===== config.mk =====
export PLATFORM = sky130hd
export DESIGN_NAME = rts_alu
export DESIGN_NICKNAME = d
export VERILOG_FILES = /design/src/rtl/core/rts_pkg.sv /design/src/rtl/core/rts_alu.sv
export SDC_FILE = /design/constraint.sdc
export NUM_CORES = 1
export LEC_CHECK = 0
export ABC_AREA = 1
export BUFFER_PORTS_ARGS = -buffer_cell sky130_fd_sc_hd__clkbuf_2
export CAP_MARGIN = 25
export CORE_MARGIN = 4
export CORE_UTILIZATION = 53
export DETAILED_ROUTE_END_ITERATION = 8
export PLACE_DENSITY = 0.85
export SLEW_MARGIN = 20
export SYNTH_ARGS = -nofsm -noshare
export SYNTH_HDL_FRONTEND = slang
export SYNTH_SLANG_ARGS = --single-unit

===== constraint.sdc =====
create_clock -name vclk -period 5.25
set_input_delay 1.05 -clock vclk [all_inputs]
set_output_delay 1.05 -clock vclk [all_outputs]
set_load 0.05 [all_outputs]

===== src/rtl/core/rts_pkg.sv =====
// Shared types, constants and codes of the repeated timer scheduler.
`default_nettype none
package rts_pkg;

   localparam int Depth       = 16;
   localparam int SlotW       = 4;
   localparam int CountW      = 5;
   localparam int TimeW       = 63;
   localparam int PeriodW     = 46;
   localparam int HandleW     = 16;
   localparam int MsW         = 32;
   localparam int WaitW       = 16;
   localparam int TpmW        = 14;

   localparam logic [TpmW-1:0]  TicksPerMs   = 14'd10000;
   localparam logic [TimeW-1:0] TicksPerSec  = 63'd10000000;
   localparam logic [TimeW-1:0] TimeMax      = {TimeW{1'b1}};
   localparam logic [MsW-1:0]   MinInterval  = 32'd5;
   localparam logic [WaitW-1:0] WaitReset    = 16'd50;

   // operation codes
   localparam logic [1:0] OpAdd     = 2'd0;
   localparam logic [1:0] OpRemove  = 2'd1;
   localparam logic [1:0] OpProcess = 2'd2;
   localparam logic [1:0] OpClear   = 2'd3;

   // result kinds
   localparam logic [2:0] KindDispatch = 3'd0;
   localparam logic [2:0] KindAdded    = 3'd1;
   localparam logic [2:0] KindTooShort = 3'd2;
   localparam logic [2:0] KindFull     = 3'd3;
   localparam logic [2:0] KindRemoved  = 3'd4;
   localparam logic [2:0] KindWake     = 3'd5;
   localparam logic [2:0] KindCleared  = 3'd6;

   typedef struct packed {
      logic [TimeW-1:0] a;
      logic [TimeW-1:0] b;
      logic [TimeW-1:0] c;
   } alu_req_type;

   typedef struct packed {
      logic [TimeW-1:0] sum_sat;
      logic             sum_lt_c;
      logic             c_lt_sum;
   } alu_rsp_type;

endpackage
`default_nettype wire


===== src/rtl/core/rts_alu.sv =====
// Shared time unit: one saturating 63-bit add and two compares against it.
`default_nettype none
module rts_alu (
   input  wire rts_pkg::alu_req_type req,
   output rts_pkg::alu_rsp_type      rsp
);

   logic [rts_pkg::TimeW:0] sum;
   logic [rts_pkg::TimeW:0] c_ext;

   assign sum   = {1'b0, req.a} + {1'b0, req.b};
   assign c_ext = {1'b0, req.c};

   assign rsp.sum_sat  = sum[rts_pkg::TimeW] ? rts_pkg::TimeMax : sum[rts_pkg::TimeW-1:0];
   assign rsp.sum_lt_c = sum < c_ext;
   assign rsp.c_lt_sum = c_ext < sum;

endmodule
`default_nettype wire


==> results of run 1 <==
-- cell usage after synthesis, drive strengths merged (3+ instances only) --
cell type    n  share of area (%)
buf          6                1.0
and2         5               0.45
a21oi      125                9.6
nand3b       3               0.33
nand4       13                1.2
nor4         9               0.82
o21ai       56                4.1
nand3       95                8.1
nor3         7               0.74
o21a         5               0.54
inv        161                8.8
a21o         4               0.44
nand2      448                 25
o21bai      12                1.3
ha         126                 23
nor2       152                8.9
xnor2       36                4.6
-- per-stage QoR --
step | hold slack (ps) | TNS, ps | setup slack [ps] | cell area [um2]
after floorplan | 2470 | 0 | 146 | 6900
after global placement | 2690 | -1430 | -736 | 10100
after detailed placement | 2700 | -1750 | -890 | 10100
after CTS | 2690 | -117 | -76.6 | 11200
-- layer usage --
| layer | GRT overflow | GRT usage [%] |
|---|---|---|
| met3 | 6 | 75.4 |
| met1 | 11 | 81.9 |
| met2 | 315 | 107 |
| met4 | 151 | 99.9 |
| met5 | 3 | 39.9 |
-- kinds of logic after synthesis --
kind of cell    Yosys count  synth area share (%)
compound gates          205                  16.3
xor+xnor                 38                  4.83
fa+ha+maj               127                  23.2
buf+inv                 167                  9.87
simple gates            736                  45.8
-- what timing repair did --
item | CTS
setup buffers | 19
hold endpoints to repair | 0
endpoints found under the setup margin | 2
resized for setup | 189
pin swaps | 43
==> out/results.txt, run 1 <==
Status: aborted with a tool error
Failed at: global routing (5_1_grt)
Tool error: [ERROR GRT-0232] Routing congestion too high. Check the congestion heatmap in the GUI.
IO Count: 254
Mapped Cells: 1273
Avg Inst Size Synth: 5.41 um2
Worst_ep kind: primary output
Total GRT Usage: 89.0%
Detailed placement HPWL: 29.3 mm
Pin count of the biggest net entering global routing: 63
Syn Nets: 1589
Post-synthesis sequential area ratio: 0%
Port bufs: 254
Hold buffers post-CTS: 0
Synth unique cells: 37
Gpl congestion: 1.04
Yosys warning count: 0
Inst Count DP: 1935
Die Ht: 122 um
Global route overflow: 486
Die Width: 122 um
FP Rows: 41
Netlist Area Pre-Place: 6890 um2
Worst setup endpoint GRT: rsp[0]
Initial Utilization: 54.4%
==> inputs of run 2 (changes only) <==
--- a/config.mk
+++ b/config.mk
@@ -9,9 +9,9 @@
 export BUFFER_PORTS_ARGS = -buffer_cell sky130_fd_sc_hd__clkbuf_2
 export CAP_MARGIN = 25
 export CORE_MARGIN = 4
-export CORE_UTILIZATION = 53
+export CORE_UTILIZATION = 40
 export DETAILED_ROUTE_END_ITERATION = 8
-export PLACE_DENSITY = 0.85
+export PLACE_DENSITY_LB_ADDON = 0.15
 export SLEW_MARGIN = 20
 export SYNTH_ARGS = -nofsm -noshare
 export SYNTH_HDL_FRONTEND = slang
==> out/results.txt, run 2 <==
Status: finished, violations left
Failing checks: negative setup slack
Yosys warning count: 0 (unchanged)
Worst EP required: 4200 ps
Slew of the pin with the lowest slew margin: 454 ps
Total GRT Usage: 30.1%
Critical path peak fanout: 4
Total Neg Setup Slack: -58.3 ps
CP endpoint kind: primary output
Largest family of logic cells by synthesized area: simple AND/OR/NAND/NOR gates
Post-Synth Simple-Gate Area: 45.8% (unchanged)
Detailed placement HPWL: 27.5 mm (-5.9%)
Adder-Cell Fraction of Synth Area: 23.2% (unchanged)
# diodes: 0
First-pass iteration count of the detailed router: 5
Tcrit/Tclk final: 101%
Initial Utilization: 41.1% (-13 points)
Die Width: 139 um (+14%)
Startpoint types: input pin
Net Sw Frac: 60.5%
Logic pwr share: 100.0%
VDD IR max: 0.000179 V
Synth top area cells: nand2_1 (24%), ha_1 (23%), a21oi_1 (8.6%)
Max cap viols: 0
Avg Inst Size Synth: 5.41 um2 (unchanged)
Initial antenna violation count: 1
Clock Power Share: 0%
IO Count: 254 (unchanged)
Total core area: 16800 um2
Netlist Area Pre-Place: 6890 um2 (unchanged)
Synthesis-to-layout area growth: 77.3%
Synth top area share: 23.8% (unchanged)
Int Pwr: 0.834 mW
Pwr dens: 173 nW/um2
Minimum clock period: 5280 ps
Gpl congestion: 0.995 (-4.4%)
First-pass GRT wire length: 48.2 mm
Unrepaired setup endpoints after global routing: true
Vias per Instance: 5.16
Critical Setup Path Class: in2out
CP arrival: 4230 ps
Top cells by count, synth: nand2_1 (437), inv_1 (150), nor2_1 (136)
Post-synthesis mux area share: 0% (unchanged)
Via count: 10400
F_max: 0.189 GHz
Final hold slack: 2650 ps
Final WL: 33.3 mm
Vias in the first global route: 9785
HP Class: in2out
Syn Nets: 1589 (unchanged)
Post-synthesis sequential area ratio: 0% (unchanged)
Final Power: 2.11 mW
Post-synthesis compound-gate area fraction: 16.3% (unchanged)
Commonest non-fill, non-tap cell in the layout: nand2_1
Hold buffers post-CTS: 0 (unchanged)
FP Rows: 47 (+15%)
Share of layout cells above drive strength 1: 50.1%
# nets final: 2117
Post-Synth XOR/XNOR Area: 4.83% (unchanged)
Die Area: 19400 um2
Sequential Power Share: 0%
DR iter-0 viols: 582
Sequential cell count: 0
Global route overflow: 0
Port bufs: 254 (unchanged)
Post-synth top area cell: nand2_1
Static leakage: 6.34 nW
Psw: 1.28 mW
Commonest non-fill, non-tap cells in the layout: nand2_1 (358), buf_4 (272), clkbuf_2 (249)
Die Ht: 139 um (+14%)
Slew margin rel.: 69.5%
DP Area: 10300 um2 (+1.7%)
Dpl ws: -369 ps (+521 ps)
Inst Count DP: 1996 (+3.2%)
Wire per inst: 16.5 um
Max-slew violations: 0
Final hold violations: 0
Final core occ: 72.9%
Setup Viol. Count Final: 2
CLK BUF: 0
Register area: 0 um2
Mapped Cells: 1273 (unchanged)
Antenna-violating nets left: 0
Post-route worst setup slack: -32.4 ps
Final std cells w/o fill: 2019
Top-count cell post-synth: nand2_1
Pin count of the biggest net entering global routing: 33
Final Cell Area: 12200 um2
Synth unique cells: 37 (unchanged)
Remaining DRCs: 0
[run 2: cell counts after synthesis]
Identical to the previous run, type by type.
[run 2: critical path, stage by stage]
cell and delay, ps:
clkbuf_2 80, ha_2 370, nand2_1 80, buf_4 150, nor2_2 150, inv_1 90, nor2_2 120, inv_2 70
nor4_4 220, nand2_2 180, nand3_1 120, nand2_1 60, ha_1 290, buf_4 100, nand4_1 210, nor2_2 190
and3_4 190, nand4_1 130, a21oi_2 220, buf_12 160
[run 2: final timing paths]
kind	start	endpoint	cells after the start
hold / removal	req[126]	rsp[2]	4
setup / recovery	req[179]	rsp[1]	20
[run 2: what timing repair did]
item,CTS,global route
gates cloned,0,0
pin swaps,37,64
gates resized for setup,135,253
buffers inserted,8,16
setup endpoints to repair,2,2
[run 2: metal layers]
layer / routed length [um] / track usage [%]
met1: 14300 / 40.0
met2: 15700 / 51.1
met3: 2480 / 5.18
met4: 852 / 6.49
met5: 14 / 0
[run 2: logic make-up (layout without fill, tap and decap cells)]
group / after synthesis / in the layout
and+or+nand+nor: 736 / 736
adders and majority gates: 127 / 127
AOI/OAI and AO/OA: 205 / 205
buffers and inverters: 167 / 693
xor gates and xnor gates: 38 / 38
[run 2: area by class of cell]
class              count  area, um2
fillers             1445       4540
inverters            161        609
multi-input cells   1106       7890
well taps            220        275
repair buffers       532       3440
[run 2: power by group through the flow]
stage | Sequential, mW | Clock (mW) | Combinational (mW)
floorplan | 0 | 0 | 1.10
global placement | 0 | 0 | 1.78
detailed placement | 0 | 0 | 1.79
CTS | 0 | 0 | 1.90
global route | 0 | 0 | 2.28
finish | 0 | 0 | 2.11
No activity file was read; power rests on OpenSTA's default activity.
